--- src/sv/lcd_mode_line_timer_top_assert.svh ---
// ----------------------------------------------------------------------------
// LCD mode/line timer assertion macros
// Shared concurrent assertion forms, clocked on clk_i, gated by rst_ni.
// ----------------------------------------------------------------------------
`ifndef LCD_MODE_LINE_TIMER_TOP_ASSERT_SVH
`define LCD_MODE_LINE_TIMER_TOP_ASSERT_SVH

// same-cycle implication
`define LMLT_ASSERT_NOW(lbl, ante, cons, msg) \
  lbl: assert property (@(posedge clk_i) disable iff (!rst_ni) (ante) |-> (cons)) \
    else $error(msg);

// next-cycle implication
`define LMLT_ASSERT_NEXT(lbl, ante, cons, msg) \
  lbl: assert property (@(posedge clk_i) disable iff (!rst_ni) (ante) |=> (cons)) \
    else $error(msg);

`endif

--- src/sv/lmlt_pkg.sv ---
// ----------------------------------------------------------------------------
// LCD mode/line timer package
// Mode codes, dot timing constants, register map and shared structs.
// ----------------------------------------------------------------------------
`default_nettype none

package lmlt_pkg;

  typedef enum logic [1:0] {
    MODE_HBLANK = 2'd0,
    MODE_VBLANK = 2'd1,
    MODE_OAM    = 2'd2,
    MODE_XFER   = 2'd3
  } mode_e;

  localparam int unsigned DotW   = 10;
  localparam int unsigned LineW  = 8;
  localparam int unsigned CycW   = 8;
  localparam int unsigned IenW   = 4;
  localparam int unsigned PaddrW = 4;
  localparam int unsigned DataW  = 32;

  localparam logic [DotW-1:0] DOTS_OAM      = 10'd82;
  localparam logic [DotW-1:0] DOTS_XFER     = 10'd172;
  localparam logic [DotW-1:0] DOTS_HBLANK   = 10'd204;
  localparam logic [DotW-1:0] DOTS_VBL_LINE = 10'd456;
  localparam logic [DotW-1:0] DOT_MAX       = 10'd1023;

  // register indexes (paddr[3:2])
  localparam logic [1:0] REG_DISP_EN  = 2'd0;
  localparam logic [1:0] REG_STAT_IEN = 2'd1;
  localparam logic [1:0] REG_LINE_CMP = 2'd2;

  // stat_irq_enables bit positions
  localparam int unsigned IEN_HBLANK = 0;
  localparam int unsigned IEN_VBLANK = 1;
  localparam int unsigned IEN_OAM    = 2;
  localparam int unsigned IEN_LYC    = 3;

  typedef struct packed {
    logic             en;
    logic [IenW-1:0]  stat_ien;
    logic [LineW-1:0] line_cmp;
  } cfg_t;

  typedef struct packed {
    logic [DotW-1:0]  dot;
    logic [LineW-1:0] line;
    mode_e            mode;
  } timing_t;

  typedef struct packed {
    logic [LineW-1:0] line;
    mode_e            mode;
    logic             coincidence;
    logic             stat_irq;
    logic             vblank_irq;
    logic             render_line;
  } result_t;

endpackage

`default_nettype wire

--- src/sv/lmlt_step.sv ---
// ----------------------------------------------------------------------------
// LCD mode/line timer step
// Next dot/line/mode from the current timing state and one cycle count.
// ----------------------------------------------------------------------------
`default_nettype none

module lmlt_step #(
  parameter int unsigned VISIBLE_LINES = 144,
  parameter int unsigned LAST_LINE     = 153
) (
  input  lmlt_pkg::timing_t              cur_i,
  input  lmlt_pkg::cfg_t                 cfg_i,
  input  logic [lmlt_pkg::CycW-1:0]      cycles_i,
  output lmlt_pkg::timing_t              nxt_o,
  output lmlt_pkg::result_t              res_o
);
  import lmlt_pkg::*;

  localparam logic [LineW:0] VisLine  = (LineW+1)'(VISIBLE_LINES);
  localparam logic [LineW:0] LastLine = (LineW+1)'(LAST_LINE);

  logic [DotW:0]   sum;
  logic [DotW-1:0] d;
  logic [LineW:0]  nl;
  logic            moved;
  logic            stat;
  logic            vbl;
  logic            render;

  always_comb begin
    sum    = {1'b0, cur_i.dot} + {{(DotW+1-CycW){1'b0}}, cycles_i};
    d      = sum[DotW] ? DOT_MAX : sum[DotW-1:0];
    nl     = {1'b0, cur_i.line} + {{LineW{1'b0}}, 1'b1};
    nxt_o  = cur_i;
    moved  = 1'b0;
    stat   = 1'b0;
    vbl    = 1'b0;
    render = 1'b0;
    if (!cfg_i.en) begin
      nxt_o.dot  = '0;
      nxt_o.line = '0;
      nxt_o.mode = MODE_OAM;
    end else begin
      nxt_o.dot = d;
      unique case (cur_i.mode)
        MODE_OAM: begin
          if (d >= DOTS_OAM) begin
            nxt_o.dot  = d - DOTS_OAM;
            nxt_o.mode = MODE_XFER;
          end
        end
        MODE_XFER: begin
          if (d >= DOTS_XFER) begin
            nxt_o.dot  = d - DOTS_XFER;
            nxt_o.mode = MODE_HBLANK;
            stat       = cfg_i.stat_ien[IEN_HBLANK];
            render     = 1'b1;
          end
        end
        MODE_HBLANK: begin
          if (d >= DOTS_HBLANK) begin
            nxt_o.dot  = d - DOTS_HBLANK;
            nxt_o.line = nl[LineW-1:0];
            moved      = 1'b1;
            if (nl == VisLine) begin
              nxt_o.mode = MODE_VBLANK;
              vbl        = 1'b1;
              stat       = cfg_i.stat_ien[IEN_VBLANK];
            end else begin
              nxt_o.mode = MODE_OAM;
              stat       = cfg_i.stat_ien[IEN_OAM];
            end
          end
        end
        MODE_VBLANK: begin
          if (d >= DOTS_VBL_LINE) begin
            moved = 1'b1;
            if (nl > LastLine) begin
              nxt_o.dot  = '0;
              nxt_o.line = '0;
              nxt_o.mode = MODE_OAM;
              stat       = cfg_i.stat_ien[IEN_OAM];
            end else begin
              nxt_o.dot  = d - DOTS_VBL_LINE;
              nxt_o.line = nl[LineW-1:0];
            end
          end
        end
      endcase
      if (moved && (nxt_o.line == cfg_i.line_cmp) && cfg_i.stat_ien[IEN_LYC]) begin
        stat = 1'b1;
      end
    end
    res_o.line        = nxt_o.line;
    res_o.mode        = nxt_o.mode;
    res_o.coincidence = (nxt_o.line == cfg_i.line_cmp);
    res_o.stat_irq    = stat;
    res_o.vblank_irq  = vbl;
    res_o.render_line = render;
  end

endmodule

`default_nettype wire

--- src/sv/lcd_mode_line_timer_top.sv ---
// ----------------------------------------------------------------------------
// LCD mode/line timer
// Dot counter, line counter and display mode of an LCD controller, with
// status/vblank interrupt pulses and a render request per line.
// ----------------------------------------------------------------------------
// Each request carries an elapsed cycle count and yields one result. The
// block sustains one request per clock while out_ready_i is high. A request
// is captured in the input register, then one add/saturate/compare/subtract
// step moves it into the result register, which also updates the timing
// state. While out_ready_i is low the result register holds, one more request
// waits in the input register, and in_ready_o drops until the result is taken.
// Registers: 0x0 display enable, 0x4 STAT interrupt enables, 0x8 line compare.
`default_nettype none

`include "lcd_mode_line_timer_top_assert.svh"

module lcd_mode_line_timer_top #(
  parameter int unsigned VISIBLE_LINES = 144,
  parameter int unsigned LAST_LINE     = 153
) (
  input  logic                            clk_i,
  input  logic                            rst_ni,
  input  logic                            psel,
  input  logic                            penable,
  input  logic                            pwrite,
  input  logic [lmlt_pkg::PaddrW-1:0]     paddr,
  input  logic [lmlt_pkg::DataW-1:0]      pwdata,
  output logic [lmlt_pkg::DataW-1:0]      prdata,
  output logic                            pready,
  input  logic                            in_valid_i,
  output logic                            in_ready_o,
  input  logic [lmlt_pkg::CycW-1:0]       cycles_i,
  output logic                            out_valid_o,
  input  logic                            out_ready_i,
  output logic [lmlt_pkg::LineW-1:0]      line_o,
  output logic [1:0]                      mode_o,
  output logic                            coincidence_o,
  output logic                            stat_irq_o,
  output logic                            vblank_irq_o,
  output logic                            render_line_o
);
  import lmlt_pkg::*;

  cfg_t             cfg_q;
  logic             cfg_wr;
  logic [1:0]       reg_idx;

  logic             in_valid_q;
  logic [CycW-1:0]  cycles_q;
  logic             out_valid_q;
  result_t          res_q;
  timing_t          tim_q;
  timing_t          tim_d;
  result_t          res_d;
  logic             advance;

  // config port
  assign pready  = 1'b1;
  assign reg_idx = paddr[3:2];
  assign cfg_wr  = psel && penable && pwrite;

  always_ff @(posedge clk_i or negedge rst_ni) begin
    if (!rst_ni) begin
      cfg_q <= '0;
    end else if (cfg_wr) begin
      unique case (reg_idx)
        REG_DISP_EN:  cfg_q.en       <= pwdata[0];
        REG_STAT_IEN: cfg_q.stat_ien <= pwdata[IenW-1:0];
        REG_LINE_CMP: cfg_q.line_cmp <= pwdata[LineW-1:0];
        default: ;
      endcase
    end
  end

  always_comb begin
    unique case (reg_idx)
      REG_DISP_EN:  prdata = {{(DataW-1){1'b0}}, cfg_q.en};
      REG_STAT_IEN: prdata = {{(DataW-IenW){1'b0}}, cfg_q.stat_ien};
      REG_LINE_CMP: prdata = {{(DataW-LineW){1'b0}}, cfg_q.line_cmp};
      default:      prdata = '0;
    endcase
  end

  // input register -> step -> result register
  assign advance    = in_valid_q && (!out_valid_q || out_ready_i);
  assign in_ready_o = !in_valid_q || advance;

  always_ff @(posedge clk_i or negedge rst_ni) begin
    if (!rst_ni) begin
      in_valid_q <= 1'b0;
    end else if (in_valid_i && in_ready_o) begin
      in_valid_q <= 1'b1;
    end else if (advance) begin
      in_valid_q <= 1'b0;
    end
  end

  always_ff @(posedge clk_i) begin
    if (in_valid_i && in_ready_o) begin
      cycles_q <= cycles_i;
    end
  end

  lmlt_step #(
    .VISIBLE_LINES (VISIBLE_LINES),
    .LAST_LINE     (LAST_LINE)
  ) u_step (
    .cur_i    (tim_q),
    .cfg_i    (cfg_q),
    .cycles_i (cycles_q),
    .nxt_o    (tim_d),
    .res_o    (res_d)
  );

  always_ff @(posedge clk_i or negedge rst_ni) begin
    if (!rst_ni) begin
      tim_q.dot   <= '0;
      tim_q.line  <= '0;
      tim_q.mode  <= MODE_OAM;
      out_valid_q <= 1'b0;
    end else if (advance) begin
      tim_q       <= tim_d;
      out_valid_q <= 1'b1;
    end else if (out_ready_i) begin
      out_valid_q <= 1'b0;
    end
  end

  always_ff @(posedge clk_i) begin
    if (advance) begin
      res_q <= res_d;
    end
  end

  assign out_valid_o   = out_valid_q;
  assign line_o        = res_q.line;
  assign mode_o        = res_q.mode;
  assign coincidence_o = res_q.coincidence;
  assign stat_irq_o    = res_q.stat_irq;
  assign vblank_irq_o  = res_q.vblank_irq;
  assign render_line_o = res_q.render_line;

  `LMLT_ASSERT_NEXT(a_disabled_holds, advance && !cfg_q.en,
    tim_q.dot == '0 && tim_q.line == '0 && tim_q.mode == MODE_OAM,
    "disabled display did not hold timing at line 0 OAM")
  `LMLT_ASSERT_NOW(a_vblank_entry, out_valid_o && vblank_irq_o,
    mode_o == MODE_VBLANK && line_o == LineW'(VISIBLE_LINES),
    "vblank pulse outside vblank entry")
  `LMLT_ASSERT_NOW(a_render_hblank, out_valid_o && render_line_o, mode_o == MODE_HBLANK,
    "render request outside hblank entry")
  `LMLT_ASSERT_NOW(a_stat_enabled, out_valid_o && stat_irq_o, cfg_q.stat_ien != '0,
    "status pulse with all enables clear")

endmodule

`default_nettype wire
--- config.mk ---
export PLATFORM = sky130hd
export DESIGN_NAME = lcd_mode_line_timer_top
export DESIGN_NICKNAME = d
export VERILOG_FILES = /design/src/sv/lmlt_pkg.sv /design/src/sv/lmlt_step.sv /design/src/sv/lcd_mode_line_timer_top.sv
export VERILOG_INCLUDE_DIRS = /design/src /design/src/sv
export SDC_FILE = /design/constraint.sdc
export NUM_CORES = 1
export LEC_CHECK = 0
export ABC_CLOCK_PERIOD_IN_PS = 5400
export BUFFER_PORTS_ARGS = -buffer_cell sky130_fd_sc_hd__buf_2
export CAP_MARGIN = 5
export CORE_ASPECT_RATIO = 0.8
export CORE_UTILIZATION = 40
export DETAILED_ROUTE_END_ITERATION = 6
export GPL_TIMING_DRIVEN = 0
export PLACE_DENSITY = 0.6
export REMOVE_ABC_BUFFERS = 1
export SLEW_MARGIN = 20
export SYNTH_ARGS = -nofsm -noshare
export SYNTH_HDL_FRONTEND = slang
export SYNTH_SLANG_ARGS = --single-unit
--- constraint.sdc ---
create_clock -name clk_i -period 5.4 [get_ports clk_i]
set_clock_uncertainty 0.1 [all_clocks]
set_input_delay 1.08 -clock clk_i [delete_from_list [all_inputs] [get_ports clk_i]]
set_output_delay 1.08 -clock clk_i [all_outputs]
set_load 0.02 [all_outputs]
==> impl_metrics.tcl <==
set metrics [dict create \
    status "finished, final reports clean" \
    fin_ws_ns 0.271 \
    p_leak_nw 2.29 \
    via_count 4452 \
    cts_root_buf "clkbuf_16" \
    ys_ff_latch 57 \
    dieWidth_um 125 \
    ys.flop_type "dfrtp_1" \
    ios 100 \
    grt_usage 0.224 \
    reg2reg_slack_ns 0.27 \
    max_freq_mhz 195 \
    ant_nets 0 \
    reg2reg_from "tim_q[10]$_DFFE_PN0P_" \
    peakVddDrop_v 0.000266 \
    period_needed_ns 5.13 \
    yosys_warnings 0 \
    dieArea_mm2 0.0125 \
    min_to "tim_q[10]$_DFFE_PN0P_" \
    cp.required_ns 5.44 \
    routabilityCongestion 0.919 \
    cts_tree "built" \
    syn_avg_cell_area_um2 8.64 \
    finalSetupTns_ns 0 \
    finalMaxSlewViolations 0 \
    n_antenna_cell 0 \
    synthesis.area_mm2 0.00480 \
    area_growth_pct 13.3 \
    hold_path_class "reg -> reg" \
    holdWs_ns 0.390 \
    antenna_found_initial 0 \
    cts.sinks 57 \
    grt_pass1_vias 4118 \
    drc 0 \
    die_h_um 100 \
    post-route-period-util 0.950 \
    start_util 0.414 \
    core-area_mm2 0.0116 \
    async_flop_share 0.614 \
    cts_hold_buf 0 \
    setup_violations 0 \
    final_core_util 0.469 \
    slew_headroom 0.380 \
    place_inst 730 \
    critPathArrivalTime_ns 5.17 \
    cts_buffer_depth 2 \
    hold_violations 0 \
    start_kind "register" \
    design_area_mm2 0.00544 \
    h-tree-depth 3 \
    grt_max_degree 36 \
    clock_latency_ns 0.33 \
    overflow 0 \
    grt_pass1_wl_um 22100 \
    synth_edf_count 22 \
    cts_buffers 9 \
    post-dp-hpwl_um 10200 \
    netlist_instances 556 \
    clkSlewWorstSetupHoldPaths_ns 0.06 \
    stdcell_count 750 \
    row_count 35 \
    layout.nets 670 \
    worstPathMaxFanout 9 \
    power.density_mw_per_mm2 630 \
    path_class "reg -> reg" \
    tightest_slew_ns 0.924 \
    reg2regPathDepth 19 \
    place_area_mm2 0.00504 \
    end_kind "register" \
    maxCapViolCount 0 \
    first_pass_iters 5 \
    rsz0062_at_grt "no" \
    r2r_end "coincidence_o$_DFFE_PP_" \
    drive_gt1_frac 0.193 \
    wl_um 13800 \
    port_buffers 48 \
    vias_per_cell 5.94 \
    p_total_mw 3.43 \
    final_common_cell "nand2_1" \
    hold_depth 2 \
    place_ws_ns 0.00221 \
    min_from "tim_q[10]$_DFFE_PN0P_" \
    mostFrequentLayoutCells "nand2_1 (70), buf_2 (48), nor2_1 (41), o21ai_0 (35), dfrtp_1 (34)" \
    wl_per_cell_um 18.4 \
    drt_iter0_drc 374 \
    yosysSeqAreaShare 0.320 \
    synth.distinct_cells 86 \
]
how the worst max path moves through the flow:
stage / startpoint / end / slack (ns) / depth (start not counted)
2_1_floorplan: tim_q[10]$_DFFE_PN0P_ / coincidence_o$_DFFE_PP_ / 1.03 / 19
3_3_place_gp: tim_q[17]$_DFFE_PN0P_ / stat_irq_o$_SDFFCE_PN0P_ / 0.02 / 17
3_5_place_dp: tim_q[17]$_DFFE_PN0P_ / stat_irq_o$_SDFFCE_PN0P_ / 0.002 / 17
4_1_cts: tim_q[17]$_DFFE_PN0P_ / stat_irq_o$_SDFFCE_PN0P_ / 0.003 / 17
5_1_grt: cycles_q[0]$_DFFE_PP_ / coincidence_o$_DFFE_PP_ / 0.02 / 20
6_report: tim_q[10]$_DFFE_PN0P_ / coincidence_o$_DFFE_PP_ / 0.27 / 19
routing by layer:
| metal | wire [µm] | global-route usage | vias to the layer above | part of all wire |
|---|---|---|---|---|
| met5 | 0 | 0 | - | 0 |
| met4 | 135 | 0.0695 | 0 | 0.0098 |
| met3 | 1120 | 0.0405 | 14 | 0.081 |
| met2 | 5900 | 0.330 | 241 | 0.43 |
| met1 | 6640 | 0.332 | 2124 | 0.48 |
| li1 | - | - | 2073 | - |
critical path, stage by stage, from the launching register on:
cell       delay, ns
dfrtp_1         0.34
ha_1            0.18
inv_1           0.06
fa_1            0.41
and2b_1         0.30
o21ai_4         0.10
o21a_2          0.28
and2_2          0.25
inv_1           0.19
ha_1            0.27
nor2b_1         0.07
mux2_2          0.29
nand3_1         0.19
o211ai_1        0.21
and2_2          0.32
a211o_1         0.36
and3_1          0.23
nor4b_2         0.29
o31ai_1         0.14
a2111oi_2       0.36
cell families after synthesis:
group	synth area share
buffers and inverters	0.0743
multiplexers	0.0479
other	0.00156
AO/OA/AOI/OAI	0.248
flip-flops	0.320
XOR/XNOR	0.0401
adder cells (fa/ha/maj)	0.0589
AND/OR/NAND/NOR	0.209
cells in the mapped netlist (15+ instances only):
master | number | area (µm²)
edfxtp_1 | 22 | 661
xnor2_1 | 17 | 149
a21oi_1 | 28 | 140
ha_1 | 21 | 263
nand2_1 | 70 | 263
nor2_1 | 42 | 158
inv_1 | 19 | 71.3
buf_4 | 26 | 195
o21ai_0 | 35 | 175
dfrtp_1 | 34 | 851
mux2_2 | 16 | 180
and2_1 | 15 | 93.8
state kept, by name (all words and copies together), names as in the netlist:
name / count
line_o: 8
tim_q: 20
render_line_o: 1
out_valid_o: 1
in_valid_q: 1
cfg_q: 13
stat_irq_o: 1
vblank_irq_o: 1
cycles_q: 8
coincidence_o: 1
mode_o: 2
power breakdown:
part           total (mW)  internal [mW]  switching (mW)
Combinational        2.13          0.771            1.36
Sequential          0.667          0.545           0.122
Clock               0.630          0.418           0.212
timing repair:
action                                  in CTS  in global routing
endpoints found under the setup margin       0                  3
gates resized for setup                      0                 11
buffers inserted                             0                  4
area by class of cell:
type / count / area, µm²
Tap cell: 148 / 185
Multi-Input combinational cell: 457 / 3050
Inverter: 20 / 75.1
Sequential cell: 57 / 1540
Clock buffer: 12 / 246
Timing Repair Buffer: 52 / 270
Clock inverter: 4 / 76.3
Fill cell: 1103 / 6160
No activity file was read; power rests on OpenSTA's default activity.
